==> src/rtl/odcd_pkg.sv <==
// Package for the OLED command/data decoder: command codes, item kinds and
// the queue item type shared by the front end, queue and back end.
// No dependencies.
package odcd_pkg;

    localparam int COLUMN_PAIRS_DEFAULT = 128;
    localparam int ROWS_DEFAULT         = 64;

    localparam int BYTE_W = 8;
    localparam int COL_W  = 7;
    localparam int ROW_W  = 6;
    localparam int ADDR_W = 13;
    localparam int PIX_W  = 4;
    localparam int OUT_DATA_W = 24;

    localparam logic [BYTE_W-1:0] CMD_LOW_COL      = 8'h00;
    localparam logic [BYTE_W-1:0] CMD_LOW_COL_END  = 8'h0F;
    localparam logic [BYTE_W-1:0] CMD_HIGH_COL     = 8'h10;
    localparam logic [BYTE_W-1:0] CMD_HIGH_COL_END = 8'h1F;
    localparam logic [BYTE_W-1:0] CMD_ROW_ADDR     = 8'hB0;
    localparam logic [BYTE_W-1:0] CMD_CONTRAST     = 8'h81;
    localparam logic [BYTE_W-1:0] CMD_DISP_OFFSET  = 8'hD3;
    localparam logic [BYTE_W-1:0] CMD_CLOCK_DIV    = 8'hD5;
    localparam logic [BYTE_W-1:0] CMD_PRECHARGE    = 8'hD9;
    localparam logic [BYTE_W-1:0] CMD_VCOM_LEVEL   = 8'hDB;
    localparam logic [BYTE_W-1:0] CMD_VSEG_LEVEL   = 8'hDC;
    localparam logic [BYTE_W-1:0] CMD_DISP_OFF     = 8'hAE;
    localparam logic [BYTE_W-1:0] CMD_DISP_ON      = 8'hAF;

    typedef enum logic [2:0] {
        KIND_DATA,
        KIND_LOW_COL,
        KIND_HIGH_COL,
        KIND_ARM_ROW,
        KIND_ARM_SKIP,
        KIND_DISP_ON,
        KIND_DISP_OFF,
        KIND_OTHER
    } odcd_kind_t;

    typedef struct packed {
        odcd_kind_t              kind;
        logic [BYTE_W-1:0]       value;
    } odcd_item_t;

endpackage

==> src/rtl/odcd_front.sv <==
// Front end of the OLED command/data decoder: classifies each incoming byte
// into an item kind for the back end. Depends on odcd_pkg.
module odcd_front (
    input  logic                          func,
    input  logic [odcd_pkg::BYTE_W-1:0]   byte_value,
    output odcd_pkg::odcd_item_t          item
);
    import odcd_pkg::*;

    odcd_kind_t cmd_kind;

    always_comb
    begin
        unique case (byte_value) inside
            [CMD_LOW_COL:CMD_LOW_COL_END]:   cmd_kind = KIND_LOW_COL;
            [CMD_HIGH_COL:CMD_HIGH_COL_END]: cmd_kind = KIND_HIGH_COL;
            CMD_ROW_ADDR:                    cmd_kind = KIND_ARM_ROW;
            CMD_CONTRAST, CMD_DISP_OFFSET, CMD_CLOCK_DIV,
            CMD_PRECHARGE, CMD_VCOM_LEVEL, CMD_VSEG_LEVEL:
                                             cmd_kind = KIND_ARM_SKIP;
            CMD_DISP_ON:                     cmd_kind = KIND_DISP_ON;
            CMD_DISP_OFF:                    cmd_kind = KIND_DISP_OFF;
            default:                         cmd_kind = KIND_OTHER;
        endcase
    end

    assign item.kind  = func ? cmd_kind : KIND_DATA;
    assign item.value = byte_value;

endmodule

==> src/rtl/odcd_queue.sv <==
// Two-entry queue between the front and back ends of the OLED command/data
// decoder. Generic in width; no package dependency.
module odcd_queue #(
    parameter int WIDTH = 11
) (
    input  logic             clk,
    input  logic             rst_n,
    input  logic             in_valid,
    output logic             in_ready,
    input  logic [WIDTH-1:0] in_data,
    output logic             out_valid,
    input  logic             out_ready,
    output logic [WIDTH-1:0] out_data
);
    logic [WIDTH-1:0] entry_reg [2];
    logic             wr_ptr_reg;
    logic             wr_ptr_next;
    logic             rd_ptr_reg;
    logic             rd_ptr_next;
    logic [1:0]       count_reg;
    logic [1:0]       count_next;
    logic             push;
    logic             pop;

    assign in_ready  = (count_reg != 2'd2);
    assign out_valid = (count_reg != 2'd0);
    assign out_data  = entry_reg[rd_ptr_reg];
    assign push      = in_valid && in_ready;
    assign pop       = out_valid && out_ready;

    always_comb
    begin
        wr_ptr_next = push ? ~wr_ptr_reg : wr_ptr_reg;
        rd_ptr_next = pop ? ~rd_ptr_reg : rd_ptr_reg;
        count_next  = count_reg;
        if (push && !pop)
        begin
            count_next = count_reg + 2'd1;
        end
        else if (pop && !push)
        begin
            count_next = count_reg - 2'd1;
        end
    end

    always_ff @(posedge clk or negedge rst_n)
    begin
        if (!rst_n)
        begin
            wr_ptr_reg <= 1'b0;
            rd_ptr_reg <= 1'b0;
            count_reg  <= 2'd0;
        end
        else
        begin
            wr_ptr_reg <= wr_ptr_next;
            rd_ptr_reg <= rd_ptr_next;
            count_reg  <= count_next;
        end
    end

    always_ff @(posedge clk)
    begin
        if (push)
        begin
            entry_reg[wr_ptr_reg] <= in_data;
        end
    end

    a_count_bound: assert property (@(posedge clk) disable iff (!rst_n)
        count_reg != 2'd3)
        else $error("queue occupancy out of range");

    // Pointers differ exactly when one entry is held.
    a_ptr_count: assert property (@(posedge clk) disable iff (!rst_n)
        (count_reg == 2'd1) == (wr_ptr_reg != rd_ptr_reg))
        else $error("queue pointers disagree with occupancy");

endmodule

==> src/rtl/odcd_back.sv <==
// Back end of the OLED command/data decoder: holds the address and display
// state, executes queued items and registers one result beat per item.
// Depends on odcd_pkg.
module odcd_back #(
    parameter int COLUMN_PAIRS = odcd_pkg::COLUMN_PAIRS_DEFAULT,
    parameter int ROWS         = odcd_pkg::ROWS_DEFAULT
) (
    input  logic                         clk,
    input  logic                         rst_n,
    input  logic                         item_valid,
    output logic                         item_ready,
    input  odcd_pkg::odcd_item_t         item,
    output logic                         out_valid,
    input  logic                         out_ready,
    output logic                         write_enable,
    output logic [odcd_pkg::ADDR_W-1:0]  pixel_pair_address,
    output logic [odcd_pkg::PIX_W-1:0]   left_pixel,
    output logic [odcd_pkg::PIX_W-1:0]   right_pixel,
    output logic                         display_enabled
);
    import odcd_pkg::*;

    localparam logic [COL_W-1:0]  ColLast   = COL_W'(COLUMN_PAIRS - 1);
    localparam logic [ROW_W-1:0]  RowLast   = ROW_W'(ROWS - 1);
    localparam logic [ADDR_W-1:0] RowStride = ADDR_W'(COLUMN_PAIRS);

    logic [COL_W-1:0]  col_reg;
    logic [COL_W-1:0]  col_next;
    logic [ROW_W-1:0]  row_reg;
    logic [ROW_W-1:0]  row_next;
    logic              pending_reg;
    logic              pending_next;
    logic              prev_row_reg;
    logic              prev_row_next;
    logic              disp_reg;
    logic              disp_next;

    logic              valid_reg;
    logic              valid_next;
    logic              we_reg;
    logic              we_next;
    logic [ADDR_W-1:0] addr_reg;
    logic [ADDR_W-1:0] addr_next;
    logic [PIX_W-1:0]  left_reg;
    logic [PIX_W-1:0]  left_next;
    logic [PIX_W-1:0]  right_reg;
    logic [PIX_W-1:0]  right_next;
    logic              disp_out_reg;
    logic              disp_out_next;

    logic              pop;

    assign item_ready = !valid_reg || out_ready;
    assign pop        = item_valid && item_ready;

    always_comb
    begin
        col_next      = col_reg;
        row_next      = row_reg;
        pending_next  = pending_reg;
        prev_row_next = prev_row_reg;
        disp_next     = disp_reg;
        valid_next    = valid_reg && !out_ready;
        we_next       = we_reg;
        addr_next     = addr_reg;
        left_next     = left_reg;
        right_next    = right_reg;
        disp_out_next = disp_out_reg;

        if (pop)
        begin
            valid_next = 1'b1;
            we_next    = 1'b0;
            addr_next  = '0;
            left_next  = '0;
            right_next = '0;
            if (item.kind == KIND_DATA)
            begin
                we_next    = 1'b1;
                addr_next  = ADDR_W'({{(ADDR_W-ROW_W){1'b0}}, row_reg} * RowStride)
                             + ADDR_W'(col_reg);
                left_next  = item.value[2*PIX_W-1:PIX_W];
                right_next = item.value[PIX_W-1:0];
                if (col_reg >= ColLast)
                begin
                    col_next = '0;
                    row_next = (row_reg >= RowLast) ? '0 : row_reg + 1'b1;
                end
                else
                begin
                    col_next = col_reg + 1'b1;
                end
            end
            else if (pending_reg)
            begin
                // This command byte is the argument of the previous command.
                if (prev_row_reg)
                begin
                    row_next = item.value[ROW_W-1:0];
                end
                pending_next = 1'b0;
            end
            else
            begin
                prev_row_next = (item.kind == KIND_ARM_ROW);
                case (item.kind) inside
                    KIND_LOW_COL:  col_next[3:0] = item.value[3:0];
                    KIND_HIGH_COL: col_next[COL_W-1:4] = item.value[COL_W-5:0];
                    KIND_ARM_ROW, KIND_ARM_SKIP: pending_next = 1'b1;
                    KIND_DISP_ON:  disp_next = 1'b1;
                    KIND_DISP_OFF: disp_next = 1'b0;
                    default:       ;
                endcase
            end
            disp_out_next = disp_next;
        end
    end

    always_ff @(posedge clk or negedge rst_n)
    begin
        if (!rst_n)
        begin
            col_reg      <= '0;
            row_reg      <= '0;
            pending_reg  <= 1'b0;
            prev_row_reg <= 1'b0;
            disp_reg     <= 1'b0;
            valid_reg    <= 1'b0;
        end
        else
        begin
            col_reg      <= col_next;
            row_reg      <= row_next;
            pending_reg  <= pending_next;
            prev_row_reg <= prev_row_next;
            disp_reg     <= disp_next;
            valid_reg    <= valid_next;
        end
    end

    always_ff @(posedge clk)
    begin
        we_reg       <= we_next;
        addr_reg     <= addr_next;
        left_reg     <= left_next;
        right_reg    <= right_next;
        disp_out_reg <= disp_out_next;
    end

    assign out_valid          = valid_reg;
    assign write_enable       = we_reg;
    assign pixel_pair_address = addr_reg;
    assign left_pixel         = left_reg;
    assign right_pixel        = right_reg;
    assign display_enabled    = disp_out_reg;

    a_data_writes: assert property (@(posedge clk) disable iff (!rst_n)
        pop && item.kind == KIND_DATA |=> valid_reg && we_reg)
        else $error("data item did not produce a write beat");

    a_stall_holds_addr: assert property (@(posedge clk) disable iff (!rst_n)
        valid_reg && !out_ready |=> $stable(col_reg) && $stable(row_reg))
        else $error("address moved while the result beat was stalled");

    a_cmd_no_write: assert property (@(posedge clk) disable iff (!rst_n)
        pop && item.kind != KIND_DATA |=> !we_reg && addr_reg == '0)
        else $error("command item produced a write");

endmodule

==> src/rtl/oled_command_data_decoder.sv <==
// Top level of the OLED command/data decoder: front-end classifier, a
// two-entry queue and the executing back end. Depends on odcd_pkg,
// odcd_front, odcd_queue and odcd_back.
//
//  Channel   Direction  Beat contents
//  s_axis    in         tdata: byte_value; tuser: func (1 = command)
//  m_axis    out        tdata: address, left and right pixel, display on;
//                       tuser: write_enable
//
// One byte is accepted every clock while m_axis is not stalled; the result beat
// for each byte passes through the queue register and then the output register.
// Reset clears the column, row, argument and display state and empties the
// queue and output register. When m_axis stalls, the queue fills both its
// entries before s_axis_tready falls.
module oled_command_data_decoder #(
    parameter int COLUMN_PAIRS = odcd_pkg::COLUMN_PAIRS_DEFAULT,
    parameter int ROWS         = odcd_pkg::ROWS_DEFAULT
) (
    input  logic                             clk,
    input  logic                             rst_n,
    input  logic                             s_axis_tvalid,
    output logic                             s_axis_tready,
    input  logic [odcd_pkg::BYTE_W-1:0]      s_axis_tdata,  // [7:0] byte_value
    input  logic                             s_axis_tuser,  // [0] func
    output logic                             m_axis_tvalid,
    input  logic                             m_axis_tready,
    // [12:0] pixel_pair_address, [16:13] left_pixel, [20:17] right_pixel,
    // [21] display_enabled, [23:22] zero
    output logic [odcd_pkg::OUT_DATA_W-1:0]  m_axis_tdata,
    output logic                             m_axis_tuser   // [0] write_enable
);
    import odcd_pkg::*;

    odcd_item_t        front_item;
    odcd_item_t        queue_item;
    logic              queue_valid;
    logic              queue_ready;
    logic              write_enable;
    logic [ADDR_W-1:0] pixel_pair_address;
    logic [PIX_W-1:0]  left_pixel;
    logic [PIX_W-1:0]  right_pixel;
    logic              display_enabled;

    odcd_front u_front (
        .func       (s_axis_tuser),
        .byte_value (s_axis_tdata),
        .item       (front_item)
    );

    odcd_queue #(
        .WIDTH ($bits(odcd_item_t))
    ) u_queue (
        .clk       (clk),
        .rst_n     (rst_n),
        .in_valid  (s_axis_tvalid),
        .in_ready  (s_axis_tready),
        .in_data   (front_item),
        .out_valid (queue_valid),
        .out_ready (queue_ready),
        .out_data  (queue_item)
    );

    odcd_back #(
        .COLUMN_PAIRS (COLUMN_PAIRS),
        .ROWS         (ROWS)
    ) u_back (
        .clk                (clk),
        .rst_n              (rst_n),
        .item_valid         (queue_valid),
        .item_ready         (queue_ready),
        .item               (queue_item),
        .out_valid          (m_axis_tvalid),
        .out_ready          (m_axis_tready),
        .write_enable       (write_enable),
        .pixel_pair_address (pixel_pair_address),
        .left_pixel         (left_pixel),
        .right_pixel        (right_pixel),
        .display_enabled    (display_enabled)
    );

    assign m_axis_tuser = write_enable;
    assign m_axis_tdata = {2'b00, display_enabled, right_pixel, left_pixel,
                           pixel_pair_address};

endmodule

==> config.mk <==
export PLATFORM = sky130hd
export DESIGN_NAME = oled_command_data_decoder
export DESIGN_NICKNAME = d
export VERILOG_FILES = /design/src/rtl/odcd_pkg.sv /design/src/rtl/odcd_front.sv /design/src/rtl/odcd_queue.sv /design/src/rtl/odcd_back.sv /design/src/rtl/oled_command_data_decoder.sv
export SDC_FILE = /design/constraint.sdc
export NUM_CORES = 1
export LEC_CHECK = 0
export ABC_AREA = 1
export BUFFER_PORTS_ARGS = -buffer_cell sky130_fd_sc_hd__buf_2
export CAP_MARGIN = 20
export CORE_MARGIN = 5
export CORE_UTILIZATION = 58
export DETAILED_ROUTE_END_ITERATION = 8
export PLACE_DENSITY = 0.85
export REMOVE_ABC_BUFFERS = 1
export SYNTH_ARGS = -nofsm -noshare
export SYNTH_HDL_FRONTEND = slang
export SYNTH_HIERARCHICAL = 1
export SYNTH_SLANG_ARGS = --single-unit
==> constraint.sdc <==
create_clock -name clk -period 2.14 [get_ports clk]
set_input_delay 0.428 -clock clk [delete_from_list [all_inputs] [get_ports clk]]
set_output_delay 0.428 -clock clk [all_outputs]
set_load 0.02 [all_outputs]
# Word-level counts from Yosys, hierarchy flattened
# Memory sizes are Yosys's and may differ from the RTL's.
# Cells that the tools add are included.
totals:
  n_memories: 1
  inputBits: 13
  regBits: 44
  elab_cells: 106
  output_inout_bits: 27
  mem_bits_rw: 22
mem_list:
  columns: ["memory", "words", "word_bits", "read_ports", "rd_ports_with_merged_regs", "write_ports", "line", "rtl"]
  rows:
  - ["u_queue.entry_reg", 2, 11, 1, 0, 1, "odcd_queue.sv:15", "logic [WIDTH-1:0] entry_reg [2];"]
op_classes:
  mux: 30
  reduce_logical: 26
  addsub: 5
  eq_ne: 19
  bitwise_logic: 4
  magnitude_cmp: 6
op_table:
  columns: ["operator", "count"]
  rows:
  - ["8-bit == test (second input constant)", 9]
  - ["6-bit 2-to-1 mux", 5]
  - ["7-bit 2-to-1 mux", 3]
  - ["3-bit one-hot mux with 6 select lines", 1]
  - ["1-bit 2-to-1 mux", 15]
  - ["13-bit by 7-bit adder with 13-bit output", 1]
  - ["2-bit nonzero test", 6]
  - ["3-bit == test (second input constant)", 3]
  - ["3-bit 2-to-1 mux", 3]
  - ["8-bit by 1-bit >= comparator with 1-bit output (second input constant)", 1]
  - ["8-bit by 5-bit >= comparator with 1-bit output (second input constant)", 1]
  - ["8-bit by 4-bit less-or-equal comparator with 1-bit output (second input constant)", 1]
  - ["8-bit by 5-bit less-or-equal comparator with 1-bit output (second input constant)", 1]
  - ["4-bit AND reduction", 2]
  - ["7-bit by 1-bit adder with 7-bit output (second input constant)", 1]
  - ["7-bit >= comparator (second input constant)", 1]
  - ["1-bit logical AND", 7]
  - ["6-bit by 1-bit adder with 6-bit output (second input constant)", 1]
  - ["3-bit by 2-bit == test with 1-bit output (second input constant)", 2]
  - ["6-bit >= comparator (second input constant)", 1]
  - ["2-bit inequality test (second input constant)", 3]
  - ["3-bit AND reduction", 2]
  - ["6-bit OR reduction", 1]
  - ["1-bit zero test", 4]
  - ["other kinds (11)", 15]

# Longest topological paths before layout
# Gate-level depths: netlist of the first run.
# An unclocked memory read counts as a cell.
logic_depth:
  ltp_word: 9
  depth_mapped: 12
  depth_no_buf: 11

# Modules after synthesis
# Netlist of the first run, hierarchy kept.
by_module_without_submodules:
  columns: ["module", "area_each_um2", "n_inst", "cells_per_inst", "seq_area_each_um2"]
  rows:
  - ["odcd_back", 2014.4, 1, 237, 1116.1]
  - ["odcd_queue", 1042.2, 1, 86, 760.7]
  - ["odcd_front", 280.3, 1, 60, 0.0]
  - ["oled_command_data_decoder", 26.3, 1, 4, 0.0]

# Worst setup path after synthesis of the first run
# No wires, ideal clock.
synth_timing:
  path_type: "register to register"
  start: "reg u_back.valid_reg (netlist: u_back/out_valid)"
  end: "reg u_back.col_reg[4]"
  n_path_buf: 0
  path_slack_ns: 0.568
  synth_period_minus_slack_ns: 1.572
  required_ns: 2.018
  arrival_ns: 1.450
  stages_incl_launch_ff: 7
  setup_ns: 0.122
  path_cell_list: "dfrtp_1 > nand2_1 > nand2_2 > inv_2 > nand3_1 > nor2_1 > a21boi_1"
synth_via:
  elab_chain_len: 4
synth_lines:
  columns: ["item", "line", "rtl"]
  rows:
  - ["start: declaration", "odcd_back.sv:38", "logic valid_reg;"]
  - ["start signal: assignment", "odcd_back.sv:137", "valid_reg <= valid_next;"]
  - ["1-bit zero test", "odcd_back.sv:53", "assign item_ready = !valid_reg || out_ready;"]
  - ["1-bit logical OR", "odcd_back.sv:53", null]
  - ["via queue_ready", "oled_command_data_decoder.sv:37", "logic queue_ready;"]
  - ["1-bit logical AND", "odcd_back.sv:54", "assign pop = item_valid && item_ready;"]
  - ["via u_back.pop", "odcd_back.sv:51", "logic pop;"]
  - ["4-bit AND reduction (no source line)", null, null]
  - ["end signal: assignment", "odcd_back.sv:132", "col_reg <= col_next;"]
  - ["end: declaration", "odcd_back.sv:27", "logic [COL_W-1:0] col_reg;"]
# The timed path passes the listed nets, and every way through them passes these cells.
# A chain may end at the register's enable or synchronous reset.

==> qor.csv, run 1 <==
stage,metric,value,unit
setup_path,Worst path max stage delay,400,ps
yosys,area of the mapped netlist,0.00336,mm2
power,Clock power frac,17.2,%
power,Pint,3.25,mW
die,Core Box Area,0.00557,mm2
clock_tree,Clock transition at path regs,70,ps
setup_path,critical path class,reg -> reg,
die,Die Span X,86.2,um
power,Net Switching,2.30,mW
timing,Final setup violation count,0,
routing,routed length per instance,11.9,um
routing,DRT iter0 DRCs,127,
clock_tree,hold_buf cts,0,
die,FP Rows,27,
run,number of max-cap violations,0,
setup_path,worst-path cell chain,"buf_4, nand2_1, nand2_1, nor2_4, nand2_2, inv_2, nand3_2, nand2_4, clkinv_2, nand2_1, nand2_1",
grt,initial antenna violation count,0,
clock_tree,H-tree depth,3,
yosys,Yosys top cell by area,edfxtp_1,
timing,Max Fclk,0.528,GHz
yosys,compound-cell area share of the yosys netlist,4.13,%
final_layout,Layout area overhead,11.3,%
setup_path,CP max FO,14,
yosys,Post-Synth Adder-Cell Area,1.12,%
yosys,Synth Warn #,6,
setup_path,critical path's slowest cell,dfrtp_1,
worst_hold_path,worst hold path class,in -> async,
yosys,Post-synth EDFFs,45,
place,placed cell count,486,
power,cell leakage power,1.82,nW
grt,first-pass GRT wire length,9.94,mm
grt,vias in the first global route,2355,
die,io pins,40,
yosys,mean post-synth cell area,8.69,um2
grt,Overall Global Routing Usage,17.6,%
yosys,Synth Flop Type,edfxtp_1,
final_layout,max FFs per register,22,
timing,Max Transition Viols Final,0,
routing,DRT antenna net count,0,
yosys,post-synthesis mux area share,0,%
yosys,main combinational cell family by area after synthesis,simple AND/OR/NAND/NOR gates,
clock_tree,Resized Gates After CTS,0,
place,Port Buffers,37,
power,Switching Share,41.4,%
clock_tree,Max clock buf depth,2,
die,Initial Util,60.3,%
setup_path,Crit path top cell by count,nand2_1,
timing,Setup TNS,0,ps
routing,WL final,5.99,mm
timing,fin crit share,88.6,%
final_layout,Layout Nets,441,
die,Die Ht,86.2,um
final_layout,Final Non-Filler Cells,502,
yosys,Cells after Synth,387,
setup_path,WP buf/inv,3,
setup_path,family with the most delay on the worst path,simple AND/OR/NAND/NOR gates,
clock_tree,clk sink count,66,
yosys,Synth cell types,29,
yosys,simple-gate share of the synthesized area,28.4,%
clock_tree,CTS tree,done,
yosys,Yosys top cell area share,40.2,%
place,gpl congestion,0.854,
power,Cell Pwr Density,1480,mW/mm2
routing,detailed-route DRC error count,0,
clock_tree,# Post-CTS Setup Buffers,0,
clock_tree,clock buffer count from CTS,9,
setup_path,critical path arrival,2130,ps
setup_path,Crit. End Element,register,
timing,Hold Fails Final Rpt,0,
final_layout,n_diodes,0,
timing,minimum clock period,1900,ps
clock_tree,root buffer cell,clkbuf_8,
status,status,completed,
yosys,post-synthesis sequential area ratio,55.8,%
routing,drt first pass iters,4,
final_layout,share of cells above drive strength 1,17.9,%
place,DP Wirelength,4.51,mm
yosys,Synth Register Bits,66,
routing,Vias/cell,5.05,
timing,RSZ-0062 raised after global routing,no,
die,Die ar.,0.00742,mm2
setup_path,CP startpoint kind,register,
yosys,Synth area leaders,"edfxtp_1, dfrtp_1, nand2_1, nor2_1, inv_1",
timing,skew final,13.4,ps
yosys,Async SR Flop Fraction,31.8,%
power,Combinational Power Share,42.8,%
yosys,Synth Area in XOR/XNOR,1.00,%
clock_tree,worst skew pair latency,340,ps
setup_path,CP Data Required Time,2380,ps
grt,grt total ovfl,0,
power,Reg power frac,40.0,%
power,total power draw,5.55,mW
routing,Via Count,2535,
power,Max IR drop VDD,0.787,mV
grt,largest net degree at the start of global routing,22,
## final timing paths
kind | to | startpoint | slack, ps | cells past startpoint
min reg2reg | u_back/prev_row_reg | u_back/prev_row_reg | 500 | 2
max reg2reg | u_back/row_reg[3] | u_queue/rd_ptr_reg | 240 | 11
max in group asynchronous | u_back/col_reg[2] | rst_n | 1770 | 1
min | u_queue/wr_ptr_reg | rst_n | 40 | 1
max | u_back/row_reg[3] | u_queue/rd_ptr_reg | 240 | 11
min in group clk | u_queue/entry_reg[0][6] | s_axis_tdata[6] | 320 | 1
## cell usage after synthesis, types with 2 or more instances
library cell	instances
nand2_2	6
nand2_1	118
dfrtp_1	21
nand3_2	2
a21boi_1	6
nand4_1	9
nand2_4	3
nand3_1	22
o21ai_0	7
nor3_1	3
a21oi_1	5
inv_1	43
ha_1	3
nor2_1	59
buf_2	4
buf_4	13
edfxtp_1	45
inv_2	6
o21ai_1	2
## power groups by stage
stage / Combinational [mW] / Sequential (mW) / Clock, mW
after global placement: 2.32 / 2.23 / 0
final: 2.38 / 2.22 / 0.954
after global routing: 2.67 / 2.27 / 1.04
after detailed placement: 2.37 / 2.24 / 0
after floorplan: 1.43 / 2.49 / 0
after CTS: 2.40 / 2.22 / 0.982
## cell type report
class | count | area, um2
Fill cell | 436 | 1830
Tap cell | 72 | 90.1
Inverter | 50 | 189
Clock inverter | 4 | 42.5
Timing Repair Buffer | 44 | 238
Sequential cell | 66 | 1880
Clock buffer | 12 | 135
Multi-Input combinational cell | 254 | 1170
## metrics by stage
step	utilization, %	worst slack (ps)	cell area, um2	hold WS [ps]
floorplan	-	70.4	3240	132
global placement	64.0	342	3570	414
detailed placement	64.0	261	3570	418
CTS	67.2	246	3740	39.5
global route	67.2	78.5	3740	69.7
finish	67.2	245	3740	38.0
## kinds of logic (layout without fill, tap and decap cells)
group	after synthesis	after routing
adders and majority gates	3	3
DFF	66	66
buffers and inverters	68	110
AOI/OAI and AO/OA	22	22
xor gates and xnor gates	3	3
other	1	2
and+or+nand+nor	224	224
## routing by layer
metal	track usage [%]	vias up	share of wire [%]
met1	19.1	1154	40
met5	0	-	0
met2	31.4	74	53
met4	9.93	0	1.6
li1	-	1299	-
met3	3.75	8	5.6
## cells in the final DEF (no fill, tap or decap), types with 6 or more instances in the layout
cell type / netlist / layout
a21boi_1: 6 / 6
buf_2: 4 / 37
buf_4: 13 / 7
clkbuf_8: 0 / 9
dfrtp_1: 21 / 21
edfxtp_1: 45 / 45
inv_1: 43 / 43
inv_2: 6 / 6
nand2_1: 118 / 118
nand2_2: 6 / 6
nand3_1: 22 / 22
nand4_1: 9 / 9
nor2_1: 59 / 59
o21ai_0: 7 / 7
No activity file was read; power rests on OpenSTA's default activity.
==> run 2, diff against run 1 <==
--- a/config.mk
+++ b/config.mk
@@ -8,6 +8,7 @@
 export ABC_AREA = 1
 export BUFFER_PORTS_ARGS = -buffer_cell sky130_fd_sc_hd__buf_2
 export CAP_MARGIN = 20
+export CORE_ASPECT_RATIO = 1.1
 export CORE_MARGIN = 5
 export CORE_UTILIZATION = 58
 export DETAILED_ROUTE_END_ITERATION = 8
==> run 2 against run 1 <==
  * Sequential share of layout area hardly changed
  * Routed wire length increased by 4.7%
  * Die area barely moved
  * Global-route usage up 0.85 points
  * Critical path depth unchanged
  * Clock power about the same
  * Worst setup slack better by 61 ps
  * Largest power group unchanged
  * Highest routed layer unchanged
==> qor.csv, run 2 (same netlist as run 1, synthesis figures left out) <==
stage,metric,value,unit,change
power,cell leakage power,1.81,nW,was 1.82 nW
power,Combinational Power Share,43.1,%,was 42.8%
final_layout,share of cells above drive strength 1,17.7,%,was 17.9%
final_layout,fillers,460,,was 436
place,placed cell count,490,,was 486
grt,vias in the first global route,2468,,was 2355
setup_path,family with the most delay on the worst path,simple AND/OR/NAND/NOR gates,,unchanged
setup_path,CP max FO,14,,unchanged
die,FP Rows,29,,was 27
die,Die Ht,89.9,um,was 86.2 um
power,Net Switching,2.33,mW,was 2.30 mW
routing,Vias/cell,5.07,,was 5.05
setup_path,Crit. End Element,register,,unchanged
routing,drt first pass iters,5,,was 4
timing,Max Fclk,0.545,GHz,was 0.528 GHz
routing,WL final,6.27,mm,was 5.99 mm
setup_path,CP startpoint kind,register,,unchanged
routing,routed length per instance,12.4,um,was 11.9 um
die,io pins,40,,unchanged
timing,Final setup violation count,0,,unchanged
power,Max IR drop VDD,0.580,mV,was 0.787 mV
die,Die ar.,0.00742,mm2,about the same
grt,first-pass GRT wire length,10.4,mm,was 9.94 mm
timing,minimum clock period,1830,ps,was 1900 ps
final_layout,Layout area overhead,11.3,%,about the same
clock_tree,worst skew pair latency,340,ps,about the same
power,Switching Share,41.8,%,was 41.4%
clock_tree,H-tree depth,3,,unchanged
grt,Overall Global Routing Usage,18.4,%,was 17.6%
clock_tree,Max clock buf depth,2,,unchanged
grt,largest net degree at the start of global routing,24,,was 22
timing,fin crit share,85.7,%,was 88.6%
die,Core Box Area,0.00570,mm2,was 0.00557 mm2
routing,DRT antenna net count,0,,unchanged
clock_tree,hold_buf cts,0,,unchanged
clock_tree,root buffer cell,clkbuf_8,,unchanged
setup_path,CP Data Required Time,2370,ps,was 2380 ps
grt,grt total ovfl,0,,unchanged
setup_path,critical path arrival,2070,ps,was 2130 ps
setup_path,critical path's slowest cell,dfrtp_1,,unchanged
timing,RSZ-0062 raised after global routing,no,,unchanged
die,Die Span X,82.6,um,was 86.2 um
worst_hold_path,worst hold path class,in -> async,,unchanged
setup_path,cell depth of the worst setup path,11,,unchanged
final_layout,max FFs per register,22,,unchanged
place,Port Buffers,37,,unchanged
setup_path,WP buf/inv,3,,unchanged
clock_tree,clock buffer count from CTS,9,,unchanged
power,Reg power frac,39.8,%,was 40.0%
routing,DRT iter0 DRCs,172,,was 127
run,number of max-cap violations,0,,unchanged
power,Clock power frac,17.2,%,about the same
setup_path,worst r2r path cells,11,,unchanged
setup_path,worst-path cell chain,"buf_4, nand2_1, nand2_1, nor2_4, nand2_2, inv_2, nand3_2, nand2_4, clkinv_2, nand2_1, nand2_1",,unchanged
power,Pint,3.24,mW,was 3.25 mW
final_layout,n_diodes,0,,unchanged
place,gpl congestion,0.985,,was 0.854
timing,Setup TNS,0,ps,unchanged
clock_tree,CTS tree,done,,unchanged
clock_tree,# Post-CTS Setup Buffers,0,,unchanged
timing,skew final,4.49,ps,was 13.4 ps
final_layout,"commonest non-fill, non-tap cell in the layout",nand2_1,,unchanged
clock_tree,Clock transition at path regs,60,ps,was 70 ps
die,Initial Util,59.0,%,was 60.3%
timing,Hold Fails Final Rpt,0,,unchanged
final_layout,final core utilization,65.7,%,was 67.2%
routing,Via Count,2564,,was 2535
setup_path,Worst path max stage delay,380,ps,was 400 ps
clock_tree,Resized Gates After CTS,0,,unchanged
power,Cell Pwr Density,1490,mW/mm2,was 1480 mW/mm2
final_layout,Layout Nets,440,,was 441
place,DP Wirelength,4.59,mm,was 4.51 mm
final_layout,"commonest cells after routing, fill and taps aside","nand2_1, nor2_1, edfxtp_1",,unchanged
grt,initial antenna violation count,0,,unchanged
final_layout,Final Non-Filler Cells,506,,was 502
status,status,completed,,unchanged
setup_path,critical path class,reg -> reg,,unchanged
power,total power draw,5.57,mW,was 5.55 mW
timing,Max Transition Viols Final,0,,unchanged
clock_tree,clk sink count,66,,unchanged
setup_path,Crit path top cell by count,nand2_1,,unchanged
routing,detailed-route DRC error count,0,,unchanged
## run 2: changes by cell type in the layout (fill, tap and decap cells not counted)
cell,before,now
buf_4,7,6
## run 2: worst register-to-register path, stage by stage (launching register included)
cell and delay [ps]:
dfrtp_1 380, buf_4 170, nand2_1 60, nand2_1 130, nor2_4 160, nand2_2 120, inv_2 240, nand3_2 140
nand2_4 120, clkinv_2 90, nand2_1 60, nand2_1 50
## run 2: layout make-up
type	instances	area, um2	area share [%]
Multi-Input combinational cell	254	1170	31.3
Clock buffer	12	135	3.61
Timing Repair Buffer	43	230	6.15
Clock inverter	4	42.5	1.14
Sequential cell	66	1880	50.2
Tap cell	77	96.3	2.57
Inverter	50	189	5.05
## run 2: through the flow
stage	setup slack (ps)	area (um2)	hold slack (ps)
floorplan	70.4	3240	132
global placement	393	3560	419
detailed placement	314	3560	429
CTS	313	3740	60.5
global route	131	3740	88.0
finish	306	3740	45.5
## run 2: power groups by stage
stage                     clock [mW]  sequential (mW)  combinational (mW)
after floorplan                    0             2.49                1.43
after global placement             0             2.22                2.32
after detailed placement           0             2.23                2.38
after CTS                      0.978             2.21                2.40
after global routing            1.04             2.27                2.69
final                          0.957             2.21                2.40
## run 2: path summary, 6_finish.rpt
| kind | start | end | slack (ps) |
|---|---|---|---|
| min in group clk | s_axis_tdata[6] | u_queue/entry_reg[0][6] | 320 |
| min | rst_n | u_queue/count_reg[1] | 50 |
| max | u_queue/rd_ptr_reg | u_back/row_reg[1] | 310 |
| max in group asynchronous | rst_n | u_back/pending_reg | 1750 |
| min reg2reg | u_back/prev_row_reg | u_back/prev_row_reg | 490 |
| max reg2reg | u_queue/rd_ptr_reg | u_back/row_reg[1] | 310 |
## run 2: per-layer routing
| layer | track usage, % | vias to the layer above | routed length, um |
|---|---|---|---|
| li1 | - | 1294 | - |
| met1 | 20.6 | 1173 | 2420 |
| met2 | 30.7 | 78 | 3320 |
| met3 | 3.00 | 19 | 313 |
| met4 | 13.1 | 0 | 212 |
| met5 | 0 | - | 0 |
